--- src/hdl/sos_pkg.sv ---
// ----------------------------------------------------------------------------
// sos_pkg: shared types and constants for the obstacle steering block
// Holds the register map, the reset values, the snapshot that passes from
// the scan tracker to the command unit, and the command unit state type.
// ----------------------------------------------------------------------------
package sos_pkg;

  typedef enum logic [2:0] {
    REG_START_ANGLE     = 3'd0,
    REG_ANGLE_STEP      = 3'd1,
    REG_VALID_MIN_RANGE = 3'd2,
    REG_VALID_MAX_RANGE = 3'd3,
    REG_NEAR_THRESHOLD  = 3'd4,
    REG_TURN_OFFSET     = 3'd5,
    REG_SPIN_RATE       = 3'd6,
    REG_BASE_SPEED      = 3'd7
  } reg_index_t;

  localparam int unsigned CFG_DATA_W = 19;

  localparam logic signed [18:0] RST_START_ANGLE     = -19'sd102944;
  localparam logic        [15:0] RST_ANGLE_STEP      = 16'd402;
  localparam logic        [15:0] RST_VALID_MIN_RANGE = 16'd5;
  localparam logic        [15:0] RST_VALID_MAX_RANGE = 16'd1434;
  localparam logic        [15:0] RST_NEAR_THRESHOLD  = 16'd64;
  localparam logic        [17:0] RST_TURN_OFFSET     = 18'd102944;
  localparam logic signed [15:0] RST_SPIN_RATE       = 16'sd1638;
  localparam logic        [15:0] RST_BASE_SPEED      = 16'd3277;

  localparam logic signed [19:0] BEARING_MAX  = 20'sd262143;
  localparam logic        [15:0] ONE_METRE    = 16'd256;
  localparam logic        [27:0] INV_8PI_Q32  = 28'd170891319;
  localparam logic        [16:0] TURN_MAX_MAG = 17'd32767;
  localparam logic        [17:0] UNIT_DIVISOR = 18'd8192;
  localparam int unsigned        DIV_STEPS    = 16;

  typedef struct packed {
    logic signed [18:0] start_angle;
    logic        [15:0] angle_step;
    logic        [15:0] valid_min_range;
    logic        [15:0] valid_max_range;
    logic        [15:0] near_threshold;
    logic        [17:0] turn_offset;
    logic signed [15:0] spin_rate;
    logic        [15:0] base_speed;
  } cfg_t;

  typedef struct packed {
    logic        [15:0] near_range;
    logic signed [18:0] near_bearing;
    logic        [15:0] far_range;
    logic signed [18:0] far_bearing;
  } snap_t;

  typedef enum logic [2:0] {
    ST_IDLE,
    ST_MUL,
    ST_TURN,
    ST_PREP,
    ST_DIV,
    ST_DONE
  } cmd_state_t;

endpackage

--- src/hdl/sos_front.sv ---
// ----------------------------------------------------------------------------
// sos_front: scan tracker
// Advances the bearing per sample and tracks the nearest and farthest valid
// ranges. At the last sample of a scan it pushes a snapshot and re-arms.
// ----------------------------------------------------------------------------
module sos_front (
  input  logic                clk,
  input  logic                rst_n,
  input  sos_pkg::cfg_t       cfg,
  input  logic                in_valid,
  output logic                in_stall,
  input  logic [15:0]         in_range,
  input  logic                in_last_sample,
  input  logic                q_full,
  output logic                q_push,
  output sos_pkg::snap_t      q_data
);

  logic signed [18:0] bear_r, bear_nxt;
  logic        [15:0] near_range_r, near_range_nxt;
  logic signed [18:0] near_bear_r, near_bear_nxt;
  logic        [15:0] far_range_r, far_range_nxt;
  logic signed [18:0] far_bear_r, far_bear_nxt;
  logic signed [19:0] bear_sum;
  logic               accept;
  logic               upd_near;
  logic               upd_far;

  assign in_stall = q_full;
  assign accept   = in_valid && !q_full;
  assign q_push   = accept && in_last_sample;

  assign upd_near = (in_range > cfg.valid_min_range) && (in_range < near_range_r);
  assign upd_far  = (in_range < cfg.valid_max_range) && (in_range > far_range_r);
  assign bear_sum = 20'(bear_r) + $signed({4'd0, cfg.angle_step});

  always_comb begin
    q_data.near_range   = upd_near ? in_range : near_range_r;
    q_data.near_bearing = upd_near ? bear_r : near_bear_r;
    q_data.far_range    = upd_far ? in_range : far_range_r;
    q_data.far_bearing  = upd_far ? bear_r : far_bear_r;

    bear_nxt       = bear_r;
    near_range_nxt = near_range_r;
    near_bear_nxt  = near_bear_r;
    far_range_nxt  = far_range_r;
    far_bear_nxt   = far_bear_r;
    if (accept) begin
      if (in_last_sample) begin
        bear_nxt       = cfg.start_angle;
        near_range_nxt = cfg.valid_max_range;
        near_bear_nxt  = '0;
        far_range_nxt  = '0;
        far_bear_nxt   = '0;
      end else begin
        bear_nxt       = (bear_sum > sos_pkg::BEARING_MAX) ?
                         sos_pkg::BEARING_MAX[18:0] : bear_sum[18:0];
        near_range_nxt = q_data.near_range;
        near_bear_nxt  = q_data.near_bearing;
        far_range_nxt  = q_data.far_range;
        far_bear_nxt   = q_data.far_bearing;
      end
    end
  end

  always_ff @(posedge clk) begin
    if (!rst_n) begin
      bear_r       <= sos_pkg::RST_START_ANGLE;
      near_range_r <= sos_pkg::RST_VALID_MAX_RANGE;
      near_bear_r  <= '0;
      far_range_r  <= '0;
      far_bear_r   <= '0;
    end else begin
      bear_r       <= bear_nxt;
      near_range_r <= near_range_nxt;
      near_bear_r  <= near_bear_nxt;
      far_range_r  <= far_range_nxt;
      far_bear_r   <= far_bear_nxt;
    end
  end

endmodule

--- src/hdl/sos_fifo.sv ---
// ----------------------------------------------------------------------------
// sos_fifo: snapshot queue
// A small first-in first-out store between the scan tracker and the command
// unit, so that each side can stall on its own.
// ----------------------------------------------------------------------------
module sos_fifo #(
  parameter int unsigned DEPTH = 2
) (
  input  logic           clk,
  input  logic           rst_n,
  input  logic           push,
  input  sos_pkg::snap_t push_data,
  input  logic           pop,
  output sos_pkg::snap_t pop_data,
  output logic           full,
  output logic           empty
);

  localparam int unsigned PTR_W = (DEPTH > 1) ? $clog2(DEPTH) : 1;
  localparam int unsigned CNT_W = $clog2(DEPTH + 1);

  sos_pkg::snap_t     mem [DEPTH];
  logic [PTR_W-1:0]   wr_ptr_r, wr_ptr_nxt;
  logic [PTR_W-1:0]   rd_ptr_r, rd_ptr_nxt;
  logic [CNT_W-1:0]   count_r, count_nxt;
  logic               do_push;
  logic               do_pop;

  assign full     = (count_r == CNT_W'(DEPTH));
  assign empty    = (count_r == '0);
  assign do_push  = push && !full;
  assign do_pop   = pop && !empty;
  assign pop_data = mem[rd_ptr_r];

  always_comb begin
    wr_ptr_nxt = wr_ptr_r;
    rd_ptr_nxt = rd_ptr_r;
    count_nxt  = count_r;
    if (do_push) begin
      wr_ptr_nxt = (wr_ptr_r == PTR_W'(DEPTH - 1)) ? '0 : wr_ptr_r + 1'b1;
    end
    if (do_pop) begin
      rd_ptr_nxt = (rd_ptr_r == PTR_W'(DEPTH - 1)) ? '0 : rd_ptr_r + 1'b1;
    end
    if (do_push && !do_pop) begin
      count_nxt = count_r + 1'b1;
    end else if (do_pop && !do_push) begin
      count_nxt = count_r - 1'b1;
    end
  end

  always_ff @(posedge clk) begin
    if (do_push) begin
      mem[wr_ptr_r] <= push_data;
    end
  end

  always_ff @(posedge clk) begin
    if (!rst_n) begin
      wr_ptr_r <= '0;
      rd_ptr_r <= '0;
      count_r  <= '0;
    end else begin
      wr_ptr_r <= wr_ptr_nxt;
      rd_ptr_r <= rd_ptr_nxt;
      count_r  <= count_nxt;
    end
  end

endmodule

--- src/hdl/sos_back.sv ---
// ----------------------------------------------------------------------------
// sos_back: steering command unit
// Takes one scan snapshot, scales the chosen bearing by one over eight pi, and
// in the cruising case divides the base speed bit by bit.
// ----------------------------------------------------------------------------
module sos_back (
  input  logic               clk,
  input  logic               rst_n,
  input  sos_pkg::cfg_t      cfg,
  input  logic               q_empty,
  input  sos_pkg::snap_t     q_data,
  output logic               q_pop,
  output logic               out_valid,
  input  logic               out_stall,
  output logic signed [15:0] out_yaw_rate,
  output logic [15:0]        out_speed
);

  localparam int unsigned STEP_W = $clog2(sos_pkg::DIV_STEPS);

  sos_pkg::cmd_state_t state_r, state_nxt;

  logic               cruise_r;
  logic               spin_r;
  logic               neg_r;
  logic [19:0]        mag_r;
  logic [47:0]        prod_r;
  logic [14:0]        mag_q_r;
  logic [17:0]        div_r;
  logic [18:0]        rem_r;
  logic [15:0]        num_r;
  logic [15:0]        quo_r;
  logic [STEP_W-1:0]  step_r;
  logic signed [15:0] turn_r;
  logic [15:0]        speed_r;

  logic               cruise;
  logic signed [19:0] t_val;
  logic [16:0]        q_round;
  logic [14:0]        q_clamp;
  logic [17:0]        div_val;
  logic [29:0]        num_val;
  logic [18:0]        trial;
  logic               fits;

  assign cruise = q_data.near_range > cfg.near_threshold;

  always_comb begin
    if (!cruise) begin
      t_val = 20'(q_data.far_bearing);
    end else if (q_data.near_bearing < 0) begin
      t_val = 20'(q_data.near_bearing) + $signed({2'b00, cfg.turn_offset});
    end else begin
      t_val = 20'(q_data.near_bearing) - $signed({2'b00, cfg.turn_offset});
    end
  end

  assign q_round = {1'b0, prod_r[47:32]} + 17'(prod_r[31]);
  assign q_clamp = (q_round > sos_pkg::TURN_MAX_MAG) ?
                   sos_pkg::TURN_MAX_MAG[14:0] : q_round[14:0];
  assign div_val = sos_pkg::UNIT_DIVISOR + {1'b0, mag_q_r, 2'b00} + {3'b000, mag_q_r};
  assign num_val = {1'b0, cfg.base_speed, 13'd0} + {13'd0, div_val[17:1]};
  assign trial   = {rem_r[17:0], num_r[15]};
  assign fits    = trial >= {1'b0, div_r};

  always_comb begin
    state_nxt = state_r;
    unique case (state_r)
      sos_pkg::ST_IDLE: begin
        if (!q_empty) begin
          state_nxt = sos_pkg::ST_MUL;
        end
      end
      sos_pkg::ST_MUL:  state_nxt = sos_pkg::ST_TURN;
      sos_pkg::ST_TURN: state_nxt = cruise_r ? sos_pkg::ST_PREP : sos_pkg::ST_DONE;
      sos_pkg::ST_PREP: state_nxt = sos_pkg::ST_DIV;
      sos_pkg::ST_DIV: begin
        if (step_r == STEP_W'(sos_pkg::DIV_STEPS - 1)) begin
          state_nxt = sos_pkg::ST_DONE;
        end
      end
      sos_pkg::ST_DONE: begin
        if (!out_stall) begin
          state_nxt = sos_pkg::ST_IDLE;
        end
      end
      default: state_nxt = sos_pkg::ST_IDLE;
    endcase
  end

  always_comb begin
    q_pop     = (state_r == sos_pkg::ST_IDLE) && !q_empty;
    out_valid = (state_r == sos_pkg::ST_DONE);
  end

  always_ff @(posedge clk) begin
    if (!rst_n) begin
      state_r <= sos_pkg::ST_IDLE;
    end else begin
      state_r <= state_nxt;
    end
  end

  always_ff @(posedge clk) begin
    unique case (state_r)
      sos_pkg::ST_IDLE: begin
        cruise_r <= cruise;
        spin_r   <= !cruise && (q_data.far_range <= sos_pkg::ONE_METRE);
        neg_r    <= t_val < 0;
        mag_r    <= (t_val < 0) ? 20'(-t_val) : 20'(t_val);
      end
      sos_pkg::ST_MUL: begin
        prod_r <= 48'(mag_r) * 48'(sos_pkg::INV_8PI_Q32);
      end
      sos_pkg::ST_TURN: begin
        mag_q_r <= q_clamp;
        speed_r <= '0;
        if (spin_r) begin
          turn_r <= cfg.spin_rate;
        end else if (neg_r) begin
          turn_r <= -$signed({1'b0, q_clamp});
        end else begin
          turn_r <= $signed({1'b0, q_clamp});
        end
      end
      sos_pkg::ST_PREP: begin
        div_r  <= div_val;
        rem_r  <= {5'd0, num_val[29:16]};
        num_r  <= num_val[15:0];
        quo_r  <= '0;
        step_r <= '0;
      end
      sos_pkg::ST_DIV: begin
        rem_r  <= fits ? trial - {1'b0, div_r} : trial;
        num_r  <= {num_r[14:0], 1'b0};
        quo_r  <= {quo_r[14:0], fits};
        step_r <= step_r + 1'b1;
        if (step_r == STEP_W'(sos_pkg::DIV_STEPS - 1)) begin
          speed_r <= {quo_r[14:0], fits};
        end
      end
      sos_pkg::ST_DONE: begin
      end
      default: begin
      end
    endcase
  end

  assign out_yaw_rate = turn_r;
  assign out_speed    = speed_r;

endmodule

--- src/hdl/scan_obstacle_steering.sv ---
// ----------------------------------------------------------------------------
// scan_obstacle_steering: laser scan obstacle steering block
// Tracks nearest and farthest returns over each scan and issues one turn
// rate and speed command per scan.
//
//   channel  handshake           payload
//   in       in_valid/in_stall   in_range, in_last_sample
//   out      out_valid/out_stall out_yaw_rate, out_speed
//   cfg      cfg_we              cfg_index, cfg_wdata
//
// The tracker takes one word per cycle and stalls only when the snapshot
// queue is full. Each scan end takes the command unit through idle, multiply,
// turn and done, and when cruising also prep and the 16-step speed divider.
// Reset is synchronous and loads the register reset values and re-arms the
// trackers; there is no clearing pass.
// ----------------------------------------------------------------------------
module scan_obstacle_steering #(
  parameter int unsigned QUEUE_DEPTH = 2
) (
  input  logic                            clk,
  input  logic                            rst_n,
  input  logic                            in_valid,
  output logic                            in_stall,
  input  logic [15:0]                     in_range,
  input  logic                            in_last_sample,
  output logic                            out_valid,
  input  logic                            out_stall,
  output logic signed [15:0]              out_yaw_rate,
  output logic [15:0]                     out_speed,
  input  logic                            cfg_we,
  input  logic [2:0]                      cfg_index,
  input  logic [sos_pkg::CFG_DATA_W-1:0]  cfg_wdata
);

  sos_pkg::cfg_t  cfg_r;
  sos_pkg::snap_t push_data;
  sos_pkg::snap_t pop_data;
  logic           q_push;
  logic           q_pop;
  logic           q_full;
  logic           q_empty;

  always_ff @(posedge clk) begin
    if (!rst_n) begin
      cfg_r.start_angle     <= sos_pkg::RST_START_ANGLE;
      cfg_r.angle_step      <= sos_pkg::RST_ANGLE_STEP;
      cfg_r.valid_min_range <= sos_pkg::RST_VALID_MIN_RANGE;
      cfg_r.valid_max_range <= sos_pkg::RST_VALID_MAX_RANGE;
      cfg_r.near_threshold  <= sos_pkg::RST_NEAR_THRESHOLD;
      cfg_r.turn_offset     <= sos_pkg::RST_TURN_OFFSET;
      cfg_r.spin_rate       <= sos_pkg::RST_SPIN_RATE;
      cfg_r.base_speed      <= sos_pkg::RST_BASE_SPEED;
    end else if (cfg_we) begin
      unique case (sos_pkg::reg_index_t'(cfg_index))
        sos_pkg::REG_START_ANGLE:     cfg_r.start_angle     <= $signed(cfg_wdata);
        sos_pkg::REG_ANGLE_STEP:      cfg_r.angle_step      <= cfg_wdata[15:0];
        sos_pkg::REG_VALID_MIN_RANGE: cfg_r.valid_min_range <= cfg_wdata[15:0];
        sos_pkg::REG_VALID_MAX_RANGE: cfg_r.valid_max_range <= cfg_wdata[15:0];
        sos_pkg::REG_NEAR_THRESHOLD:  cfg_r.near_threshold  <= cfg_wdata[15:0];
        sos_pkg::REG_TURN_OFFSET:     cfg_r.turn_offset     <= cfg_wdata[17:0];
        sos_pkg::REG_SPIN_RATE:       cfg_r.spin_rate       <= $signed(cfg_wdata[15:0]);
        sos_pkg::REG_BASE_SPEED:      cfg_r.base_speed      <= cfg_wdata[15:0];
        default: begin
        end
      endcase
    end
  end

  sos_front u_front (
    .clk            (clk),
    .rst_n          (rst_n),
    .cfg            (cfg_r),
    .in_valid       (in_valid),
    .in_stall       (in_stall),
    .in_range       (in_range),
    .in_last_sample (in_last_sample),
    .q_full         (q_full),
    .q_push         (q_push),
    .q_data         (push_data)
  );

  sos_fifo #(
    .DEPTH (QUEUE_DEPTH)
  ) u_fifo (
    .clk       (clk),
    .rst_n     (rst_n),
    .push      (q_push),
    .push_data (push_data),
    .pop       (q_pop),
    .pop_data  (pop_data),
    .full      (q_full),
    .empty     (q_empty)
  );

  sos_back u_back (
    .clk          (clk),
    .rst_n        (rst_n),
    .cfg          (cfg_r),
    .q_empty      (q_empty),
    .q_data       (pop_data),
    .q_pop        (q_pop),
    .out_valid    (out_valid),
    .out_stall    (out_stall),
    .out_yaw_rate (out_yaw_rate),
    .out_speed    (out_speed)
  );

endmodule

--- config.mk ---
export PLATFORM = sky130hd
export DESIGN_NAME = scan_obstacle_steering
export DESIGN_NICKNAME = d
export VERILOG_FILES = /design/src/hdl/sos_pkg.sv /design/src/hdl/sos_front.sv /design/src/hdl/sos_fifo.sv /design/src/hdl/sos_back.sv /design/src/hdl/scan_obstacle_steering.sv
export SDC_FILE = /design/constraint.sdc
export NUM_CORES = 2
export LEC_CHECK = 0
export BUFFER_PORTS_ARGS = -buffer_cell sky130_fd_sc_hd__buf_2
export CAP_MARGIN = 20
export CORE_MARGIN = 3
export CORE_UTILIZATION = 45
export CTS_BUF_LIST = sky130_fd_sc_hd__clkbuf_4
export CTS_CLUSTER_DIAMETER = 60
export DETAILED_ROUTE_END_ITERATION = 10
export SKIP_CTS_REPAIR_TIMING = 1
export SLEW_MARGIN = 20
export SYNTH_ARGS = -nofsm -noshare
export SYNTH_HDL_FRONTEND = slang
export SYNTH_SLANG_ARGS = --single-unit
--- constraint.sdc ---
create_clock -name clk -period 7.3 [get_ports clk]
set_input_delay 0.365 -clock clk [delete_from_list [all_inputs] [get_ports clk]]
set_output_delay 0.365 -clock clk [all_outputs]
set_load 0.03 [all_outputs]
==> flow_metrics.tcl <==
set metrics [dict create \
    grt_pass1_wl_mm 140.3 \
    hold_viol_final 0 \
    clockBufferDepth 3 \
    yosysSeqAreaShare_pct 38.17 \
    place_hpwl_mm 65.21 \
    hp-class "in2reg" \
    fin_crit_ns 7.002 \
    initial_utilization_pct 45.61 \
    reg2reg_from "u_back.mag_r[17]" \
    routed_wl_mm 89.24 \
    synth_largest_area_cell "edfxtp_1" \
    worstSetupEndpoint "u_back.prod_r[46]" \
    syn-instance-count 3464 \
    drc 0 \
    placed_cells 4512 \
    setup_viol_count_final 0 \
    final_antenna_net_count 0 \
    grt_use_total_pct 21.98 \
    highest_layer "met4" \
    die_h_um 286.9 \
    area_growth_pct 11.55 \
    drtIter0Drc 1504 \
    via_per_inst 5.265 \
    end_kind "flip-flop" \
    syn_area_um2 35510 \
    required_ns 8.01 \
    clk_pin_slew_ns 0.09 \
    core_area_um2 77850 \
    r2r_slack_ns 0.30 \
    synth_top_cells_by_area "edfxtp_1 25%, ha_1 14%, dfxtp_1 13%, fa_1 11%, inv_1 4.8%" \
    worstSetupStartpointType "flip-flop" \
    synth_edf_count 298 \
    crit_arrival_ns 7.71 \
    overflow 0 \
    finalMaxSlewViolations 0 \
    cts_inserted_buffers 142 \
    cts_root_buffer "clkbuf_4" \
    layout.cells.non_filler 4822 \
    cp_slowest_cell "fa_1" \
    grt_max_degree 91 \
    drt-met1-wl_mm 42.70 \
    fp.dieW_um 286.9 \
    ios 78 \
    crit_path_frequent_cell "fa_1" \
    antenna_found_initial 3 \
    numPortBuffers 77 \
    post-route-period-util_pct 95.92 \
    ys_seq_elements 528 \
    outcome "completed" \
    drtPass1Iterations 5 \
    cpPeakStageDelay_ns 0.58 \
    crit_chain "fa_1 > inv_1 > fa_1 > inv_1 > fa_1 > inv_1 > fa_1 > fa_1 > fa_1 > fa_1 > inv_1 > ha_1 > nand3_1 > nor4_1 > a22oi_1 > o311ai_1 > o211ai_1 > buf_4 > a31oi_2 > a21o_1 > a41o_1 > o21a_1 > nor2_1 > xnor2_1" \
    async_flop_share_pct 0 \
    ys.flop_type "edfxtp_1" \
    rows 102 \
    relSlewSlack_pct 28.85 \
    drv_cap 0 \
    layout-drive-gt1-share_pct 14.06 \
    ys_warn_count 0 \
    worstMarginPinSlew_ns 1.067 \
    fmax_mhz 142.8 \
    grt_pass1_vias 24820 \
    fp.dieArea_um2 82310 \
    place.gp.congestion 0.8826 \
    cts_tree "yes" \
    syn_nets 4109 \
    ys_types 82 \
    avgSynthCellArea_um2 10.25 \
    worstSetupPathType "reg2reg" \
    cp-startpoint "u_back.mag_r[17]" \
    dr_total_vias 25390 \
    rr_worst_depth 24 \
    cts.sinks 528 \
    r2r_end "u_back.prod_r[46]" \
    wl_met3_mm 5.279 \
    skew_ns 0.06575 \
    insertion_delay_ns 0.98 \
    dr_wl_met2_mm 39.58 \
    wire_per_inst_um 18.51 \
    crit_fanout 4 \
    nets 4304 \
    synth_top_area_share_pct 25.20 \
    cts.htree.levels 4 \
]
logic make-up after synthesis:
family / Yosys count / share of synthesized area [%]
compound gates: 635 / 11.58
fa+ha+maj: 601 / 25.24
flops: 528 / 38.17
mux: 148 / 4.591
simple gates: 831 / 10.68
buf+inv: 578 / 6.223
xor+xnor: 143 / 3.527
stage by stage:
stage / setup WS, ns / instance area (um^2) / hold WS, ns / setup TNS, ns / utilization [%]
5_1_grt: -0.02321 / 39610 / 0.01900 / -0.02321 / 50.88
6_report: 0.2977 / 39610 / 0.05644 / 0 / 50.88
2_1_floorplan: 0.6562 / 35510 / 0.4320 / 0 / -
3_5_place_dp: -0.1030 / 37190 / 0.4443 / -0.1104 / 47.77
4_1_cts: -0.1300 / 39140 / -0.5133 / -0.1771 / 50.28
3_3_place_gp: 0.04834 / 37190 / 0.4384 / 0 / 47.77
synth_stat cells (17+ instances only):
master / number
xnor2_1: 85
nand3_1: 54
nand4_1: 26
nor3_1: 39
fa_1: 192
nor2_1: 132
a32o_1: 35
dfxtp_1: 230
or3_1: 27
nand2b_1: 24
a22oi_1: 21
o21a_1: 18
xor2_1: 58
o21ai_0: 120
a21o_1: 67
and3_1: 31
nor2b_1: 27
clkbuf_2: 17
mux2_2: 109
o31ai_1: 19
ha_1: 409
nand2_1: 419
clkbuf_1: 86
o211ai_1: 33
mux2i_1: 38
a21oi_1: 216
edfxtp_1: 298
inv_1: 453
a221oi_1: 20
metal layers:
layer | vias to the layer above | track usage, %
li1 | 12480 | -
met1 | 12170 | 31.93
met2 | 630 | 33.55
met3 | 112 | 4.211
met4 | 0 | 5.919
met5 | - | 0
flip-flops by register name, indices dropped and copies added (netlist names), 17 cells and up, named ones only:
register	count
cfg_r	133
u_back.div_r	18
u_back.mag_r	20
u_back.prod_r	17
u_back.rem_r	18
u_fifo.mem	140
u_front.bear_r	19
u_front.far_bear_r	19
u_front.near_bear_r	19
worst min-delay path by stage:
stage                  start    endpoint  slack [ns]  cells past startpoint
2_1_floorplan     cfg_r[114]  cfg_r[114]        0.43                      2
3_3_place_gp      cfg_r[129]  cfg_r[129]        0.44                      2
3_5_place_dp       cfg_r[16]   cfg_r[16]        0.44                      2
4_1_cts        cfg_wdata[18]  cfg_r[132]       -0.51                      3
5_1_grt         cfg_index[2]   cfg_r[30]        0.02                      5
6_report        cfg_index[2]   cfg_r[28]        0.06                      5
cells in the final DEF (no fill, tap or decap), types with 54 or more instances in the layout:
cell / Yosys / layout
a21o_1: 67 / 67
a21oi_1: 216 / 215
buf_2: 12 / 77
buf_4: 1 / 58
clkbuf_4: 0 / 218
dfxtp_1: 230 / 229
edfxtp_1: 298 / 298
fa_1: 192 / 192
ha_1: 409 / 409
inv_1: 453 / 453
mux2_2: 109 / 109
nand2_1: 419 / 419
nand3_1: 54 / 54
nor2_1: 132 / 128
o21ai_0: 120 / 119
xnor2_1: 85 / 85
xor2_1: 58 / 58
cell type report:
type,instances,area (um^2)
Fill cell,7249,38240
Multi-Input combinational cell,2358,19850
Sequential cell,528,13560
Inverter,454,1707
Clock buffer,218,1637
Tap cell,1040,1301
Timing Repair Buffer,175,1239
Clock inverter,45,312.8
Antenna cell,4,10.01
worst max-delay path, delay by kind of cell, from the launching register on:
| family | cells | cell delay [ns] |
|---|---|---|
| compound gates | 7 | 1.27 |
| buf+inv | 5 | 0.45 |
| xor+xnor | 1 | 0.12 |
| simple gates | 3 | 0.47 |
| fa+ha+maj | 8 | 3.98 |
| flops | 1 | 0.44 |
Power is left out: the tool's default activity adds up to more than one toggle a clock period on the data nets, which glitch-free logic cannot reach.
